### config.mk
export PLATFORM = sky130hd
export DESIGN_NAME = file_upload_deframer
export DESIGN_NICKNAME = d
export VERILOG_FILES = /design/src/rtl/fud_pkg.sv /design/src/rtl/file_upload_deframer.sv
export SDC_FILE = /design/constraint.sdc
export NUM_CORES = 1
export LEC_CHECK = 0
export BUFFER_PORTS_ARGS = -buffer_cell sky130_fd_sc_hd__buf_2
export CAP_MARGIN = 30
export CORE_MARGIN = 4
export CORE_UTILIZATION = 55
export CTS_BUF_LIST = sky130_fd_sc_hd__clkbuf_16
export DETAILED_ROUTE_END_ITERATION = 7
export PLACE_DENSITY = 0.74
export SYNTH_ARGS = -nofsm -noshare
export SYNTH_HDL_FRONTEND = slang
export SYNTH_SLANG_ARGS = --single-unit
### constraint.sdc
create_clock -name clk_i -period 10.4 [get_ports clk_i]
set_clock_uncertainty 0.05 [all_clocks]
set_input_delay 1.04 -clock clk_i [delete_from_list [all_inputs] [get_ports clk_i]]
set_output_delay 1.04 -clock clk_i [all_outputs]
set_load 0.005 [all_outputs]
### src/rtl/fud_pkg.sv
// ----------------------------------------------------------------------------
// fud_pkg: shared types and constants for the upload deframer
// Word layouts, phase codes and header geometry.
// ----------------------------------------------------------------------------
package fud_pkg;

  // header geometry: big-endian size, big-endian name length, padding
  localparam int unsigned HdrBytes  = 16;
  localparam int unsigned SizeBytes = 8;
  localparam int unsigned LenEnd    = 12;

  localparam int unsigned CountW = 32;
  localparam int unsigned SizeW  = 64;

  // separator characters in names
  localparam logic [7:0] CharSlash     = 8'h2F;
  localparam logic [7:0] CharBackslash = 8'h5C;

  // phase codes as reported in the result word
  localparam logic [1:0] PhHeader = 2'd0;
  localparam logic [1:0] PhName   = 2'd1;
  localparam logic [1:0] PhData   = 2'd2;
  localparam logic [1:0] PhDrop   = 2'd3;

  // session state, one-hot
  typedef enum logic [2:0] {
    ST_HEADER = 3'b001,
    ST_NAME   = 3'b010,
    ST_DATA   = 3'b100
  } state_e;

  typedef struct packed {
    logic [7:0] rx_byte;
    logic       drop;
  } in_word_t;

  typedef struct packed {
    logic [7:0]        byte_out;
    logic [1:0]        phase;
    logic              header_done;
    logic [SizeW-1:0]  upload_size;
    logic [CountW-1:0] name_length;
    logic [CountW-1:0] name_index;
    logic              name_done;
    logic [CountW-1:0] base_start;
    logic              file_done;
  } out_word_t;

endpackage

### src/rtl/file_upload_deframer.sv
// ----------------------------------------------------------------------------
// file_upload_deframer: byte-serial deframer for a file upload stream
// Splits a byte stream into header, name and file data and tags each byte.
// ----------------------------------------------------------------------------
// One received byte goes in per word and exactly one tagged word comes out.
// A session is a 16-byte header (big-endian 64-bit file size, big-endian
// 32-bit name length, 4 padding bytes), then the name bytes, then the file
// bytes. The last name byte reports the offset just past the last '/' or '\'
// and the last file byte raises file_done, after which the block expects a
// new header. Empty names and empty files complete on the byte that ends the
// previous part. A word with drop set clears the session and comes out with
// phase 3 and all other fields zero. Throughput is one word per cycle while
// the output is not stalled: a word sits in the input stage while the phase
// logic and the 64-bit file counter compare run, then in the output register.
// Both stages advance independently, so a stalled output does not stop the
// input until both stages are full.
module file_upload_deframer (
  input  logic                   clk_i,
  input  logic                   rst_ni,
  input  logic                   in_valid_i,
  output logic                   in_ready_o,
  input  fud_pkg::in_word_t      in_word_i,
  output logic                   out_valid_o,
  input  logic                   out_ready_i,
  output fud_pkg::out_word_t     out_word_o
);

  // input stage
  logic               stage_valid_q;
  fud_pkg::in_word_t  stage_word_q;

  // output register
  logic               out_valid_q;
  fud_pkg::out_word_t out_word_q;

  // session state
  fud_pkg::state_e                state_q, state_d;
  logic [fud_pkg::CountW-1:0]     part_count_q, part_count_d;
  logic [fud_pkg::SizeW-1:0]      size_q, size_d;
  logic [fud_pkg::CountW-1:0]     len_q, len_d;
  logic [fud_pkg::SizeW-1:0]      data_count_q, data_count_d;
  logic [fud_pkg::CountW-1:0]     slash_base_q, slash_base_d;

  fud_pkg::out_word_t res_d;

  logic out_free;   // output register can take a word this cycle
  logic advance;    // stage word is processed and moves to the output

  assign out_free   = !out_valid_q || out_ready_i;
  assign advance    = stage_valid_q && out_free;
  assign in_ready_o = !stage_valid_q || advance;

  assign out_valid_o = out_valid_q;
  assign out_word_o  = out_word_q;

  // phase logic on the staged word
  always_comb begin
    logic [7:0]                 b;
    logic [fud_pkg::CountW-1:0] part_inc;
    logic [fud_pkg::SizeW-1:0]  data_inc;
    logic                       show_hdr;
    logic                       finish;

    b        = stage_word_q.rx_byte;
    part_inc = part_count_q + fud_pkg::CountW'(1);
    data_inc = data_count_q + fud_pkg::SizeW'(1);
    show_hdr = 1'b1;
    finish   = 1'b0;

    state_d      = state_q;
    part_count_d = part_count_q;
    size_d       = size_q;
    len_d        = len_q;
    data_count_d = data_count_q;
    slash_base_d = slash_base_q;

    res_d          = '0;
    res_d.byte_out = b;

    unique case (state_q)
      fud_pkg::ST_NAME: begin
        res_d.phase      = fud_pkg::PhName;
        res_d.name_index = part_count_q;
        if (b == fud_pkg::CharSlash || b == fud_pkg::CharBackslash) begin
          slash_base_d = part_inc;
        end
        part_count_d = part_inc;
        if (part_inc == len_q) begin
          res_d.name_done  = 1'b1;
          res_d.base_start = slash_base_d;
          part_count_d     = '0;
          state_d          = fud_pkg::ST_DATA;
          if (size_q == '0) begin
            res_d.file_done = 1'b1;
            finish          = 1'b1;
          end
        end
      end
      fud_pkg::ST_DATA: begin
        res_d.phase  = fud_pkg::PhData;
        data_count_d = data_inc;
        if (data_inc == size_q) begin
          res_d.file_done = 1'b1;
          finish          = 1'b1;
        end
      end
      default: begin
        // header phase: shift size bytes, then length bytes, skip padding
        res_d.phase = fud_pkg::PhHeader;
        if (part_count_q < fud_pkg::CountW'(fud_pkg::SizeBytes)) begin
          size_d = {size_q[fud_pkg::SizeW-9:0], b};
        end else if (part_count_q < fud_pkg::CountW'(fud_pkg::LenEnd)) begin
          len_d = {len_q[fud_pkg::CountW-9:0], b};
        end
        part_count_d = part_inc;
        if (part_inc >= fud_pkg::CountW'(fud_pkg::HdrBytes)) begin
          res_d.header_done = 1'b1;
          part_count_d      = '0;
          slash_base_d      = '0;
          data_count_d      = '0;
          state_d           = fud_pkg::ST_NAME;
          if (len_d == '0) begin
            // empty name ends at header end, base offset stays zero
            res_d.name_done = 1'b1;
            state_d         = fud_pkg::ST_DATA;
            if (size_d == '0) begin
              res_d.file_done = 1'b1;
              finish          = 1'b1;
            end
          end
        end else begin
          show_hdr = 1'b0;
        end
      end
    endcase

    // decoded header shows once complete, including on the finishing byte
    res_d.upload_size = show_hdr ? size_d : '0;
    res_d.name_length = show_hdr ? len_d : '0;

    if (finish || stage_word_q.drop) begin
      state_d      = fud_pkg::ST_HEADER;
      part_count_d = '0;
      size_d       = '0;
      len_d        = '0;
      data_count_d = '0;
      slash_base_d = '0;
    end

    if (stage_word_q.drop) begin
      // connection closed: byte ignored, everything but the phase is zero
      res_d       = '0;
      res_d.phase = fud_pkg::PhDrop;
    end
  end

  // handshake control and session state
  always_ff @(posedge clk_i or negedge rst_ni) begin
    if (!rst_ni) begin
      stage_valid_q <= 1'b0;
      out_valid_q   <= 1'b0;
      state_q       <= fud_pkg::ST_HEADER;
      part_count_q  <= '0;
      size_q        <= '0;
      len_q         <= '0;
      data_count_q  <= '0;
      slash_base_q  <= '0;
    end else begin
      if (in_ready_o) begin
        stage_valid_q <= in_valid_i;
      end
      if (out_free) begin
        out_valid_q <= stage_valid_q;
      end
      if (advance) begin
        state_q      <= state_d;
        part_count_q <= part_count_d;
        size_q       <= size_d;
        len_q        <= len_d;
        data_count_q <= data_count_d;
        slash_base_q <= slash_base_d;
      end
    end
  end

  // payload registers
  always_ff @(posedge clk_i) begin
    if (in_ready_o && in_valid_i) begin
      stage_word_q <= in_word_i;
    end
    if (advance) begin
      out_word_q <= res_d;
    end
  end

  // a completed file always returns the session to the header phase
  a_done_to_header: assert property (@(posedge clk_i) disable iff (!rst_ni)
    advance && res_d.file_done |=> state_q == fud_pkg::ST_HEADER)
    else $error("file_done word did not return to header phase");

  // the header byte counter never runs past the header
  a_header_count: assert property (@(posedge clk_i) disable iff (!rst_ni)
    state_q == fud_pkg::ST_HEADER |->
      part_count_q < fud_pkg::CountW'(fud_pkg::HdrBytes))
    else $error("header byte count out of range");

  // header completion is only ever tagged on header bytes
  a_hdr_done_phase: assert property (@(posedge clk_i) disable iff (!rst_ni)
    out_valid_q && out_word_q.header_done |->
      out_word_q.phase == fud_pkg::PhHeader)
    else $error("header_done outside header phase");

  // a name completes only at header end or on a name byte
  a_name_done_phase: assert property (@(posedge clk_i) disable iff (!rst_ni)
    out_valid_q && out_word_q.name_done |->
      (out_word_q.phase == fud_pkg::PhName ||
       (out_word_q.phase == fud_pkg::PhHeader && out_word_q.header_done)))
    else $error("name_done in unexpected phase");

endmodule
Word level (Yosys, flattened, before mapping)
Cells that the tools add are included.
- register bits: 411
- latch bits: 0
- memories: 0
- bits in read-only memories: 0
- input port bits: 13
- memory bits (writable): 0
- logic and storage cells: 98
- magnitude comparators: 3
- shifts and indexed selects: 0
- $add $sub $neg: 2
- $mul: 0
- divide/modulo/power cells: 0
- reductions and logical operators: 22
- bitwise operators: 3
- muxes and demuxes: 40
- equal/unequal tests: 9
- operators with widths (kind ; number):
    $mux W64 ; 6
    $mux W32 ; 11
    $logic_not A64 Y1 ; 2
    $pmux W32 S2 ; 2
    $pmux W64 S2 ; 1
    $add A64 B1 Y64 const B ; 1
    $eq A64 B64 Y1 ; 1
    $lt A32 B4 Y1 const B ; 2
    $mux W34 ; 1
    $add A32 B1 Y32 const B ; 1
    $eq A32 B32 Y1 ; 1
    $ge A32 B5 Y1 const B ; 1
    $logic_not A32 Y1 ; 1
    $mux W3 ; 4
    $mux W1 ; 10
    $eq A8 B6 Y1 const B ; 1
    $eq A8 B7 Y1 const B ; 1
    $pmux W1 S2 ; 3
    $pmux W3 S2 ; 1
    $reduce_and A3 Y1 ; 2
    $reduce_bool A3 Y1 ; 2
    $reduce_or A2 Y1 ; 3
    $reduce_or A3 Y1 ; 2
    $logic_or A1 B1 Y1 ; 4
    10 further kinds ; 15

Longest topological paths before layout
Gate-level depths: netlist of the first run.
- depth in word-level cells: 11
- depth in mapped cells: 17
- depth with buffers taken out: 11

Worst setup path after synthesis of the first run
No wires, ideal clock.
- path type: input port to flip-flop
- start point: input out_ready_i
- end point: register data_count_q[39] (netlist bit)
- arrival time: 6.360 ns
- cell stages on the path: 8
- library setup time: 0.110 ns
- path buffers: 2
- data required time: 10.240 ns
- slack: 3.879 ns
- path through: nand2b_1 > nand2_1 > inv_1 > o21ai_1 > or3_1 > clkbuf_1 > buf_2 > o41ai_1
- word-level cells in the longest chain between the ends: 3
- ends and longest elaborated chain (item ; line ; source):
    start, declared ; file_upload_deframer.sv:24 ; input logic out_ready_i,
    $logic_or A1 B1 Y1 ; file_upload_deframer.sv:49 ; assign out_free = !out_valid_q || out_ready_i;
    $logic_and A1 B1 Y1 ; file_upload_deframer.sv:50 ; assign advance = stage_valid_q && out_free;
    named net advance ; file_upload_deframer.sv:47 ; logic advance;
    $reduce_and A3 Y1 (no line) ; -- ;
    end signal, assigned ; file_upload_deframer.sv:180 ; data_count_q <= data_count_d;
    end, declared ; file_upload_deframer.sv:41 ; logic [fud_pkg::SizeW-1:0] data_count_q, data_count_d;
The timed path passes the listed nets, and every way through them passes these cells.
A chain may end at the register's enable or synchronous reset.

Final worst setup path of the first run
- start point: register part_count_q[4] (netlist bit)
- end point: register data_count_q[57] (netlist bit)
- word-level cells in the longest chain between the ends: 11
- elaborated cells on any way between the ends: 22
- classes of those cells: 1 x add/sub; 3 x order compare; 2 x eq/ne; 11 x mux; 5 x reduce/logical
- ends and longest elaborated chain (item ; line ; source):
    start, declared ; file_upload_deframer.sv:38 ; logic [fud_pkg::CountW-1:0] part_count_q, part_count_d;
    start signal, assigned ; file_upload_deframer.sv:177 ; part_count_q <= part_count_d;
    parallel branches: the longest is 11 deep, another holds $add A32 B1 Y32 ; -- ;
Several ways; the timed one is not identified. The select of a mux whose other input is x is not followed.

==> flow_summary.ini, run 1 <==
[setup_path]
worstPathArrival_ns = 6.53
endpoint_kind = register
worstSetupPathType = register to register
r2r-start = part_count_q[4]
worst_path_max_delay_cell = o21ai_4
path_delay_family = simple AND/OR/NAND/NOR gates
max_stage_delay_ns = 0.87
required_ns = 10.78
timing.rr.end = data_count_q[57]
worst-path-buf-inv = 2
cp-startpoint = part_count_q[4]
critPathLaunchType = register
reg2reg_depth = 12
path_cells = nand4_1, nor4_1, buf_4, nand3_1, xnor2_1, nand4_1, and4b_1, a41oi_1, o21ai_4, or3_1, buf_4, o21ai_0
cp_max_fo = 52
path_depth = 12
r2r_slack_ns = 4.24

[cells_and_area]
drive_gt1_share_pct = 14.15
n_antenna_cell = 0
nNetsFinal = 2426
fill_cells = 3444
area.growth.synth_to_final_pct = 11.58

[cts]
insertion_delay_ns = 0.59
ctsHoldBuffers = 0
htreeDepth = 2
post_cts_buffers = 0
clkSlewWorstSetupHoldPaths_ns = 0.07
tritoncts = built
cts_sinks = 411
cts_resized = 0
cts.path.max_buffers = 3
cts-root-buf = clkbuf_16
cts_made_buffers = 43

[sta]
relSlewSlack_pct = 26.89
finalHoldViolations = 0
period_needed_ns = 6.155
rsz0062_at_grt = false
worst_slew_pin_slew_ns = 1.094
setup_violations = 0
fin_setup_tns_ns = 0
fin_ws_ns = 4.245
fin_crit_sh_pct = 59.19
maxSlewViolCount = 0
hold_slack_ns = 0.3660
max_freq_ghz = 0.1625

[placed_design]
dp_worst_setup_slack_ns = 4.433
io_buffers = 187
dp.final_hpwl_um = 56900
gp_congestion = 1.030

[logic_synthesis]
synth_edf_count = 182
async_reset_ff_share_pct = 55.72
synth_top_family_by_area = simple AND/OR/NAND/NOR gates
synthSimpleGateAreaFrac_pct = 20.65
yosysWarnings = 0
synth_top_cell_area_share_pct = 25.23
synth_compound_area_share_pct = 18.91
ys_ff_latch = 411
synth_ff_type = dfrtp_1
muxShareOfSynthArea_pct = 0.5036
synth_area_leader_cell = dfrtp_1
synth_fa_ha_area_share_pct = 0.1107
ys_seq_area_share_pct = 49.52
synth_area_mm2 = 0.02261
synth.most_common_cell = nand2_1
syn_avg_cell_area_um2 = 9.626
synth_area_leaders = dfrtp_1 (25%), edfxtp_1 (24%), nand2_1 (4.9%)
synth_xor_area_share_pct = 5.207
ys_top_cells_by_count = nand2_1 (298), dfrtp_1 (228), edfxtp_1 (182)
synth_nets = 2364
synth.distinct_cells = 79
netlist_instances = 2349

[drt]
ant_nets = 0
drt-initial-drc-count = 2380
first_pass_iters = 6
wire_per_inst_um = 27.39
routed_via_density = 6.843
vias = 20380
drt_wl_total_um = 81580
drc = 0

[floorplanning]
die_h_um = 210.8
coreArea_mm2 = 0.04074
die_width_um = 210.8
num_io_pins = 188
die-area_mm2 = 0.04442
rows = 74
initial_utilization_pct = 55.50

[outcome]
outcome = finished clean

[global_routing]
grt_pass1_vias = 19510
antenna_found_initial = 0
grt_overflow_total = 0
grt_max_degree = 162
grt_pass1_wl_um = 122500
gr-usage-all-layers_pct = 35.79

[power]
vdd_drop_max_mv = 0.1530
power_density_mw_per_mm2 = 165.5
p_leak_nw = 9.495

[job]
max_cap_violations = 0

[worst_hold_path]
hold_class = input pin to asynchronous set/reset pin
layout by cell type (no fill, tap or decap), types with 6 or more instances in the layout:
cell,Yosys,final
clkbuf_16,0,44
buf_2,18,187
nand4_1,73,73
clkinv_1,1,10
a211oi_1,6,6
xnor3_1,6,6
xnor2_1,80,80
a211oi_2,26,26
a21oi_1,124,123
nand3_1,77,76
mux2i_1,8,8
edfxtp_1,182,182
a22o_1,101,101
o31ai_1,27,25
nand2b_1,12,12
xor2_1,39,39
o2111ai_1,6,6
or3_1,24,24
or2_2,6,6
nor2b_1,18,18
and4_1,23,23
a31o_2,7,7
nor3_1,50,46
and3_1,28,28
o21ai_0,59,58
o211ai_1,28,28
o221ai_1,19,19
buf_4,1,25
nand2_1,298,298
o22ai_1,43,43
a32oi_1,40,40
nor2_1,147,145
o21a_1,16,15
nor4_1,68,67
o41ai_1,7,7
a31oi_1,28,27
inv_1,91,104
dfrtp_1,228,228
and2_1,31,31
or4_1,33,33
area by class of cell:
| class | instances | area (um2) | area share [%] |
|---|---|---|---|
| Clock buffer | 44 | 1101 | 4.364 |
| Clock inverter | 36 | 272.8 | 1.081 |
| Inverter | 92 | 350.3 | 1.389 |
| Multi-Input combinational cell | 1644 | 10380 | 41.14 |
| Sequential cell | 411 | 11200 | 44.38 |
| Tap cell | 532 | 665.6 | 2.638 |
| Timing Repair Buffer | 219 | 1261 | 4.999 |
layer usage:
| metal | track usage [%] | vias up | share of wire [%] |
|---|---|---|---|
| li1 | - | 8915 | - |
| met1 | 45.77 | 10050 | 38 |
| met2 | 59.87 | 1141 | 49 |
| met3 | 4.975 | 276 | 7.2 |
| met4 | 18.40 | 0 | 6.3 |
| met5 | 0 | - | 0 |
flip-flops by register name (all words and copies together), names as in the netlist, 3 cells and up:
| register | cells |
|---|---|
| data_count_q | 64 |
| len_q | 32 |
| out_word_o | 173 |
| part_count_q | 32 |
| size_q | 64 |
| slash_base_q | 32 |
| stage_word_q | 9 |
| state_q | 3 |
where the power goes:
part | internal (mW) | leakage (nW) | total [mW] | switching [mW]
Combinational | 0.207 | 3.78 | 0.721 | 0.514
Sequential | 1.80 | 4.99 | 1.92 | 0.127
Clock | 0.867 | 0.723 | 1.53 | 0.663
logic make-up after synthesis:
logic type	Yosys count
and+or+nand+nor	918
AOI/OAI and AO/OA	588
DFF	411
buffers and inverters	294
xor gates and xnor gates	125
muxes	11
adders and majority gates	2
worst register-to-register path, cell delays in order (launching register included):
cell and delay [ns]:
dfrtp_1 0.53, nand4_1 0.69, nor4_1 0.47, buf_4 0.28
nand3_1 0.34, xnor2_1 0.70, nand4_1 0.33, and4b_1 0.48
a41oi_1 0.25, o21ai_4 0.87, or3_1 0.22, buf_4 0.55
o21ai_0 0.23
per-stage QoR:
| stage | cells | utilization [%] | total power [mW] | instance area, um2 |
|---|---|---|---|---|
| global placement | 2892 | 58.29 | 2.636 | 23750 |
| detailed placement | 2894 | 58.34 | 2.652 | 23770 |
| finish | 2978 | 61.93 | 4.176 | 25230 |
| floorplan | 2349 | - | 2.348 | 22610 |
| global route | 2978 | 61.93 | 4.317 | 25230 |
| CTS | 2974 | 61.71 | 4.168 | 25140 |
worst max-delay path by stage:
| stage | endpoint | slack (ns) |
|---|---|---|
| after global placement | slash_base_q[13] | 4.40 |
| final | data_count_q[57] | 4.24 |
| after detailed placement | data_count_q[9] | 4.43 |
| after global routing | data_count_q[61] | 3.96 |
| after CTS | data_count_q[57] | 4.41 |
| after floorplan | data_count_q[39] | 3.88 |
Power figures use the tool's default switching activity.
==> run 2, diff against run 1 <==
- clock period: 10.4 -> 5.7 ns (I/O delays scaled with it)
==> run 2 against run 1 <==
Compared with the run above:
- non-clock buffer count up 44
- core utilization up 0.83 points
- die area unchanged
- sequential share of layout area down 0.59 points
- critical path type unchanged
- critical endpoint is now out_word_o[26]
==> flow_summary.ini, run 2 (synthesis gave the netlist of run 1 again) <==
[floorplanning]
rows = 74
num_io_pins = 188
die_h_um = 210.8
die_width_um = 210.8
initial_utilization_pct = 55.50
die-area_mm2 = 0.04442
coreArea_mm2 = 0.04074

[drt]
ant_nets = 0
drt-initial-drc-count = 2525
wire_per_inst_um = 26.70
vias = 20400
routed_via_density = 6.744
drc = 0
first_pass_iters = 8
drt_wl_total_um = 80750

[cts]
cts_sinks = 411
cts.path.max_buffers = 3
cts_made_buffers = 44
cts_resized = 0
htreeDepth = 2
clkSlewWorstSetupHoldPaths_ns = 0.06
insertion_delay_ns = 0.59
cts-root-buf = clkbuf_16
post_cts_buffers = 0
tritoncts = built
ctsHoldBuffers = 0

[global_routing]
grtUsageMet3_pct = 4.886
grt_util_met2_pct = 59.20
grt_overflow_total = 0
antenna_found_initial = 1
grt.met1_usage_pct = 45.51
grt_pass1_vias = 19640
gr-usage-all-layers_pct = 35.60
top_usage_layer = met2
grt_pass1_wl_um = 122100
grt_max_degree = 119

[setup_path]
worstPathArrival_ns = 5.76
required_ns = 6.04
cp_max_fo = 33
worstSetupPathType = register to register
r2r_slack_ns = 0.29
endpoint_kind = register
critPathLaunchType = register

[placed_design]
dp_worst_setup_slack_ns = 0.3877
io_buffers = 187
gp_congestion = 1.026
dp.final_hpwl_um = 56980

[sta]
finalHoldViolations = 0
max_freq_ghz = 0.1847
setup_violations = 0
rsz0062_at_grt = false
relSlewSlack_pct = 34.19
fin_crit_sh_pct = 94.98
maxSlewViolCount = 0
worst_slew_pin_slew_ns = 0.9849
fin_setup_tns_ns = 0
period_needed_ns = 5.414
fin_ws_ns = 0.2859

[power]
vdd_drop_max_mv = 0.3278
power_density_mw_per_mm2 = 298.2
p_leak_nw = 9.676

[cells_and_area]
layout_commonest_cell = nand2_1
area.growth.synth_to_final_pct = 13.08
n_antenna_cell = 0
layout_common_cells = nand2_1 (298), dfrtp_1 (228), buf_2 (187)
largest_reg_flops = 173
final_core_util_pct = 62.76
nNetsFinal = 2471
drive_gt1_share_pct = 15.89

[job]
max_cap_violations = 0

[worst_hold_path]
hold_class = input pin to asynchronous set/reset pin

[outcome]
outcome = finished clean
run 2: area by class of cell:
type / count / area (um2)
fill: 3365 / 15170
sequential: 411 / 11200
multi-input combinational: 1644 / 10370
timing repair buffer: 263 / 1617
clock buffer: 45 / 1126
tap: 532 / 665.6
inverter: 92 / 349.1
clock inverter: 37 / 245.2
run 2: layer usage:
metal  vias up  share of wire [%]  wire (um)
li1       9006                  -          -
met2      1106                 49      39200
met4         0                6.6       5366
met1     10010                 37      29770
met5         -                  0          0
met3       270                7.9       6411
run 2: power breakdown:
group          switching (mW)  internal, mW  leakage [nW]
Clock                    1.26          1.53         0.686
Sequential              0.229          3.28          4.99
Combinational           0.929         0.398          4.00
run 2: final timing paths:
path | startpoint | to | depth (start not counted)
min in group clk_i | in_word_i[7] | stage_word_q[7] | 1
min | rst_ni | slash_base_q[28] | 1
max in group asynchronous | rst_ni | data_count_q[53] | 2
max | part_count_q[4] | out_word_o[26] | 10
min reg2reg | stage_valid_q | out_valid_o | 1
max reg2reg | part_count_q[4] | out_word_o[26] | 10
run 2: stage by stage:
step	hold WS, ns	cell area [um2]	cells	total power, mW
3_5_place_dp	0.4374	24170	2941	4.865
4_1_cts	0.06113	25540	3023	7.628
3_3_place_gp	0.4202	24140	2938	4.835
2_1_floorplan	0.2244	22610	2349	4.279
6_report	0.04763	25570	3024	7.625
5_1_grt	0.08727	25570	3024	7.881
run 2: critical path: stages (launching register included):
cell	delay (ns)
dfrtp_1	0.51
nand4_1	0.50
or4_4	0.74
or4_4	0.54
and2_1	0.29
a221o_1	0.33
or4_1	0.53
or4_4	0.58
or4_1	0.54
buf_4	0.30
a211oi_2	0.27
